[config.mk]
export PLATFORM = sky130hd
export DESIGN_NAME = phe_ctrl
export DESIGN_NICKNAME = d
export VERILOG_FILES = /design/src/hw/rtl/phe_pkg.sv /design/src/hw/rtl/phe_ctrl.sv
export SDC_FILE = /design/constraint.sdc
export NUM_CORES = 1
export LEC_CHECK = 0
export BUFFER_PORTS_ARGS = -buffer_cell sky130_fd_sc_hd__buf_2
export CELL_PAD_IN_SITES_DETAIL_PLACEMENT = 1
export CELL_PAD_IN_SITES_GLOBAL_PLACEMENT = 1
export CORE_AREA = 2 2 67 69
export CTS_BUF_LIST = sky130_fd_sc_hd__clkbuf_16
export CTS_CLUSTER_SIZE = 28
export DETAILED_ROUTE_END_ITERATION = 7
export DIE_AREA = 0 0 69 71
export PLACE_DENSITY = 0.85
export REMOVE_ABC_BUFFERS = 1
export SLEW_MARGIN = 20
export SYNTH_ARGS = -nofsm -noshare
export SYNTH_HDL_FRONTEND = slang
export SYNTH_SLANG_ARGS = --single-unit
export TNS_END_PERCENT = 20
[constraint.sdc]
create_clock -name clock -period 2.9 [get_ports clock]
set_input_delay 0.145 -clock clock [delete_from_list [all_inputs] [get_ports clock]]
set_output_delay 0.145 -clock clock [all_outputs]
set_load 0.02 [all_outputs]
[src/hw/rtl/phe_pkg.sv]
`default_nettype none
package phe_pkg;

   localparam logic [127:0] FIVE_POW_16  = 128'd152587890625;
   localparam int           SCALE_FRAC   = 16;
   localparam int           ERR_SQ_SHIFT = 32;

   localparam logic [1:0] CSR_SCALE   = 2'd0;
   localparam logic [1:0] CSR_HOMO_EN = 2'd1;
   localparam logic [1:0] CSR_HOMO_W  = 2'd2;

   // program counter marks in the apex sequence
   localparam logic [3:0] PC_LAST_GEOM = 4'd11;
   localparam logic [3:0] PC_LAST      = 4'd15;

   typedef enum logic [3:0] {
      ST_IDLE, ST_SH_GO, ST_SH_WAIT, ST_SLOT, ST_MP_GO, ST_MP_WAIT,
      ST_SQ_GO, ST_SQ_WAIT, ST_DV_GO, ST_DV_WAIT, ST_HGT, ST_FIN
   } state_type;

   typedef enum logic [4:0] {
      MOP_SHX, MOP_SHY, MOP_SHZ,
      MOP_C0A, MOP_C0B, MOP_C1A, MOP_C1B, MOP_C2A, MOP_C2B,
      MOP_N0, MOP_N1, MOP_N2, MOP_D0, MOP_D1, MOP_D2,
      MOP_EH, MOP_ET, MOP_E2, MOP_EK
   } mop_type;

   typedef enum logic [3:0] {
      ACT_NONE, ACT_P, ACT_HELD, ACT_C0, ACT_C1, ACT_C2, ACT_NORM, ACT_DOT,
      ACT_ERR, ACT_E2, ACT_ENERGY, ACT_HGT, ACT_FIN
   } act_type;

   typedef struct packed {
      mop_type mop;
      logic    clr;
      act_type act;
   } prog_type;

   typedef struct packed {
      logic       capture;
      logic       mul_start;
      mop_type    mop;
      logic       clr;
      act_type    act;
      logic [1:0] idx;
      logic       sqrt_start;
      logic       div_start;
   } cmd_type;

   typedef struct packed {
      logic mul_busy;
      logic sqrt_busy;
      logic div_busy;
      logic degen;
      logic counted;
      logic out_free;
   } stat_type;

   function automatic prog_type prog_step(input logic [3:0] pc);
      prog_type p;
      p = '{mop: MOP_C0A, clr: 1'b1, act: ACT_NONE};
      case (pc)
         4'd0:  p = '{mop: MOP_C0A, clr: 1'b1, act: ACT_NONE};
         4'd1:  p = '{mop: MOP_C0B, clr: 1'b0, act: ACT_C0};
         4'd2:  p = '{mop: MOP_C1A, clr: 1'b1, act: ACT_NONE};
         4'd3:  p = '{mop: MOP_C1B, clr: 1'b0, act: ACT_C1};
         4'd4:  p = '{mop: MOP_C2A, clr: 1'b1, act: ACT_NONE};
         4'd5:  p = '{mop: MOP_C2B, clr: 1'b0, act: ACT_C2};
         4'd6:  p = '{mop: MOP_N0,  clr: 1'b1, act: ACT_NONE};
         4'd7:  p = '{mop: MOP_N1,  clr: 1'b0, act: ACT_NONE};
         4'd8:  p = '{mop: MOP_N2,  clr: 1'b0, act: ACT_NORM};
         4'd9:  p = '{mop: MOP_D0,  clr: 1'b1, act: ACT_NONE};
         4'd10: p = '{mop: MOP_D1,  clr: 1'b0, act: ACT_NONE};
         4'd11: p = '{mop: MOP_D2,  clr: 1'b0, act: ACT_DOT};
         4'd12: p = '{mop: MOP_EH,  clr: 1'b1, act: ACT_NONE};
         4'd13: p = '{mop: MOP_ET,  clr: 1'b0, act: ACT_ERR};
         4'd14: p = '{mop: MOP_E2,  clr: 1'b1, act: ACT_E2};
         4'd15: p = '{mop: MOP_EK,  clr: 1'b1, act: ACT_ENERGY};
         default: p = '{mop: MOP_C0A, clr: 1'b1, act: ACT_NONE};
      endcase
      return p;
   endfunction

endpackage
`default_nettype wire

[src/hw/rtl/phe_ctrl.sv]
`default_nettype none
module phe_ctrl (
   input  wire logic              clock,
   input  wire logic              reset,
   input  wire logic              req_valid,
   output logic                   req_stall,
   input  wire phe_pkg::stat_type stat,
   output phe_pkg::cmd_type       cmd
);
   phe_pkg::state_type state_ff, state_in;
   logic [1:0] axis_ff, axis_in;
   logic [1:0] slot_ff, slot_in;
   logic [3:0] pc_ff, pc_in;
   phe_pkg::prog_type prog;

   always_ff @(posedge clock) begin
      if (reset) begin
         state_ff <= phe_pkg::ST_IDLE;
         axis_ff  <= '0;
         slot_ff  <= '0;
         pc_ff    <= '0;
      end else begin
         state_ff <= state_in;
         axis_ff  <= axis_in;
         slot_ff  <= slot_in;
         pc_ff    <= pc_in;
      end
   end

   always_comb begin
      state_in  = state_ff;
      axis_in   = axis_ff;
      slot_in   = slot_ff;
      pc_in     = pc_ff;
      prog      = phe_pkg::prog_step(pc_ff);
      req_stall = 1'b1;
      cmd       = '{capture: 1'b0, mul_start: 1'b0, mop: phe_pkg::MOP_SHX, clr: 1'b0,
                    act: phe_pkg::ACT_NONE, idx: 2'd0, sqrt_start: 1'b0,
                    div_start: 1'b0};
      case (state_ff)
         phe_pkg::ST_IDLE: begin
            req_stall = 1'b0;
            if (req_valid) begin
               cmd.capture = 1'b1;
               axis_in     = 2'd0;
               state_in    = phe_pkg::ST_SH_GO;
            end
         end
         phe_pkg::ST_SH_GO: begin
            cmd.mul_start = 1'b1;
            cmd.clr       = 1'b1;
            case (axis_ff)
               2'd0:    cmd.mop = phe_pkg::MOP_SHX;
               2'd1:    cmd.mop = phe_pkg::MOP_SHY;
               default: cmd.mop = phe_pkg::MOP_SHZ;
            endcase
            state_in = phe_pkg::ST_SH_WAIT;
         end
         phe_pkg::ST_SH_WAIT: begin
            cmd.idx = axis_ff;
            if (!stat.mul_busy) begin
               cmd.act = phe_pkg::ACT_P;
               if (axis_ff == 2'd2) begin
                  state_in = phe_pkg::ST_SLOT;
               end else begin
                  axis_in  = axis_ff + 2'd1;
                  state_in = phe_pkg::ST_SH_GO;
               end
            end
         end
         phe_pkg::ST_SLOT: begin
            if (slot_ff != 2'd3) begin
               cmd.act  = phe_pkg::ACT_HELD;
               cmd.idx  = slot_ff;
               slot_in  = slot_ff + 2'd1;
               state_in = phe_pkg::ST_IDLE;
            end else begin
               pc_in    = '0;
               state_in = phe_pkg::ST_MP_GO;
            end
         end
         phe_pkg::ST_MP_GO: begin
            cmd.mul_start = 1'b1;
            cmd.mop       = prog.mop;
            cmd.clr       = prog.clr;
            state_in      = phe_pkg::ST_MP_WAIT;
         end
         phe_pkg::ST_MP_WAIT: begin
            cmd.mop = prog.mop;
            if (!stat.mul_busy) begin
               cmd.act = prog.act;
               pc_in   = pc_ff + 4'd1;
               if (pc_ff == phe_pkg::PC_LAST_GEOM) state_in = phe_pkg::ST_SQ_GO;
               else if (pc_ff == phe_pkg::PC_LAST) state_in = phe_pkg::ST_FIN;
               else state_in = phe_pkg::ST_MP_GO;
            end
         end
         phe_pkg::ST_SQ_GO: begin
            cmd.sqrt_start = 1'b1;
            state_in       = phe_pkg::ST_SQ_WAIT;
         end
         phe_pkg::ST_SQ_WAIT: begin
            if (!stat.sqrt_busy) begin
               state_in = stat.degen ? phe_pkg::ST_HGT : phe_pkg::ST_DV_GO;
            end
         end
         phe_pkg::ST_DV_GO: begin
            cmd.div_start = 1'b1;
            state_in      = phe_pkg::ST_DV_WAIT;
         end
         phe_pkg::ST_DV_WAIT: begin
            if (!stat.div_busy) state_in = phe_pkg::ST_HGT;
         end
         phe_pkg::ST_HGT: begin
            cmd.act  = phe_pkg::ACT_HGT;
            state_in = stat.counted ? phe_pkg::ST_MP_GO : phe_pkg::ST_FIN;
         end
         phe_pkg::ST_FIN: begin
            if (stat.out_free) begin
               cmd.act  = phe_pkg::ACT_FIN;
               slot_in  = '0;
               state_in = phe_pkg::ST_IDLE;
            end
         end
         default: state_in = phe_pkg::ST_IDLE;
      endcase
   end
endmodule
`default_nettype wire

==> summary.txt <==
Timing
  – Max Freq: 0.417 GHz
  – Final hold slack: 0.255 ns
  – Slew HR: 0.546
  – Worst Max-Slew Pin Slew: 0.680 ns
  – Final hold vios: 0
  – Clock skew after layout: 0.00243 ns
  – Setup TNS: 0 ns
  – Final Cycle Share: 0.827
  – Setup-failing EPs final: 0
  – RSZ-0062 raised after global routing: no
  – Final worst path period need: 2.40 ns
  – Final Slew Violations: 0

Clock tree
  – CTS Buf Count: 3
  – Root buf cell: clkbuf_16
  – Cts repair resizes: 0
  – Clock sink count: 21
  – Total setup buffers inserted after CTS: 0
  – Worst-skew pair later-pin latency: 0.25 ns
  – H-tree depth: 1
  – Clk buf depth: 2
  – Worst-path clk slew: 0.06 ns
  – Post-CTS Hold Fix Bufs: 0
  – CTS tree: yes

Route
  – Routed wire per std cell: 16.9 µm
  – Final ANT Viol Nets: 0
  – Drt via density: 5.86
  – DRT iter0 DRCs: 72
  – Post-route DRC: 0
  – Routed WL: 4910 µm
  – TritonRoute pass-1 iters: 4
  – DR vias: 1,700

Worst setup path
  – CP required: 3.04 ns
  – Critical Path Sink: prog[2]
  – CP startpoint: state_ff[2]
  – Worst Reg-to-Reg Cells: 7
  – Reg2reg end: prog[2]
  – R2R Setup Slk: 0.50 ns
  – Worst setup EP type: flip-flop
  – Setup CP Type: reg2reg
  – Worst path arrival time: 2.54 ns
  – Crit Reg-Reg Startpoint: state_ff[2]
  – CP startpoint kind: flip-flop
  – Worst-path maximum fanout: 13

Run
  – Max Cap Viol: 0

Global routing
  – Met1 usage: 0.252
  – Initial antenna violation count: 0
  – Largest net degree at the start of global routing: 25
  – GR Util met3: 0.0313
  – Total gr overflow: 0
  – Vias in the first global route: 1,689
  – Grt met2 use: 0.356
  – Global-route wire length before repair: 8080 µm
  – Total track usage: 0.203
  – Global route hottest layer: met2

Logic synthesis
  – Post-synth top area cell: dfxtp_1
  – Primary FF master, synth: dfxtp_1
  – Synthesized area: 1650 µm²
  – Sequential-to-total area share from yosys stat: 0.255
  – Cells after synthesis: 216
  – Post-synthesis async set-or-reset flop share: 0
  – Synth top area share: 0.255
  – Post-synth EDFFs: 0
  – Library cells used by synthesis: 50
  – Synth top area cells: dfxtp_1, ha_1, a21oi_1
  – Synth Warn #: 0
  – Synthesized flop and latch total: 21
  – Syn_area_per_cell: 7.63 µm²

Power
  – Max IR drop VDD: 218 µV
  – Clock network fraction of design power: 0.407
  – Power Internal: 0.000520 W
  – NetSw: 0.000193 W
  – Flop pwr share: 0.417
  – Combinational power share: 0.176
  – Switch share: 0.271
  – Power Density: 374 nW/µm²
  – Static Leak: 0.746 nW

Final layout
  – Share of cells above drive strength 1: 0.181
  – Ant diodes: 0
  – P&R area growth vs syn: 15.8%
  – Util after Layout: 0.454
  – Final non-filler cell total: 290
  – Post-layout nets: 258
  – Filler cells: 532

Placed design
  – RePlAce Congestion: 0.909
  – IO Port Bufs: 25
  – Post-DP HPWL: 3770 µm
  – Placed Cells: 286

Die
  – DIE WIDTH: 69 µm
  – Die height: 71 µm
  – Rows: 24
  – Core area: 4200 µm²
  – DIE AREA: 4900 µm²
  – Starting density of the core: 0.392
  – IO Pins: 26

Min path
  – Hold Crit Class: in2reg

Status
  – Run status: finished clean
==> worst min path at each step <==
stage,start,end,cells past startpoint
after floorplan,reset,axis_ff[0],1
after global placement,axis_ff[1],axis_ff[1],2
after detailed placement,axis_ff[1],axis_ff[1],2
after CTS,reset,slot_ff[1],2
after global routing,reset,slot_ff[1],2
final,reset,slot_ff[1],2
==> metrics by stage <==
step	power (W)	setup slack [ns]	instance area, µm²
floorplan	0.000380	0.365	1590
CTS	0.000717	0.477	1910
detailed placement	0.000428	0.499	1830
global placement	0.000425	0.621	1830
global route	0.000745	0.271	1910
finish	0.000713	0.501	1910
==> critical path, cell delays in order, from the launching register on <==
cell	delay [ns]
dfxtp_1	0.59
nand4bb_4	0.18
nor2_1	0.23
xnor2_1	0.11
nor3_1	0.37
ha_1	0.32
and3_1	0.16
a311o_1	0.32
==> cells in the mapped netlist, types with 2 or more instances <==
library cell  instances
a21oi_1              22
dfxtp_1              21
inv_1                15
nor2_1               14
nor3_1               14
nand2_1              13
ha_1                 10
nand2b_1              8
buf_2                 7
nand3_1               7
nor2b_1               6
o21ai_0               6
clkbuf_1              5
nor3b_1               5
and2_1                4
nand4_1               4
xnor2_1               4
a211oi_1              3
mux2i_1               3
o21ai_1               3
o31ai_1               3
a211oi_2              2
a311o_1               2
a31oi_1               2
a32o_1                2
and3_1                2
buf_1                 2
inv_2                 2
nor4_1                2
o211ai_1              2
o31a_1                2
==> state kept, by name, summed over array words and instances, names as in the netlist <==
register and count:
state_ff 4, slot_ff 2, pc_ff 4, axis_ff 2, prog 9
==> power by group through the flow <==
stage / clock (W) / sequential (W) / combinational, W
after CTS: 0.000294 / 0.000298 / 0.000125
after global placement: 0 / 0.000303 / 0.000121
final: 0.000290 / 0.000298 / 0.000125
after detailed placement: 0 / 0.000304 / 0.000125
after floorplan: 0 / 0.000316 / 0.0000644
after global routing: 0.000310 / 0.000298 / 0.000137
==> per-layer routing <==
layer  up-vias  share of wire  routed length (µm)
li1        825              -                   -
met1       831           0.46                2270
met2        33           0.49                2410
met3        11          0.026                 127
met4         0          0.021                 101
met5         -              0                   0
==> layout make-up <==
class,instances,area [µm²],area share
multi-input combinational,164,1100,0.578
sequential,21,420,0.220
timing repair buffer,32,178,0.0931
clock buffer,3,75.1,0.0393
tap,52,65.1,0.0341
inverter,17,63.8,0.0334
clock inverter,1,3.75,0.00197
==> logic make-up after synthesis <==
| kind of cell | share of synthesized area |
|---|---|
| mux | 0.0250 |
| buf+inv | 0.0759 |
| flops | 0.255 |
| xor+xnor | 0.0212 |
| compound gates | 0.237 |
| simple gates | 0.310 |
| fa+ha+maj | 0.0759 |
==> cell usage in the layout, fill, tap and decap left out, types with 7 or more instances in the layout <==
cell type  synthesis  routed
ha_1              10      10
a21oi_1           22      22
dfxtp_1           21      21
nand2b_1           8       8
nor3_1            14      14
inv_1             15      16
nor2_1            14      14
nand2_1           13      13
nand3_1            7       7
buf_2              7      25
buf_4              0       7
Power figures use the tool's default switching activity.
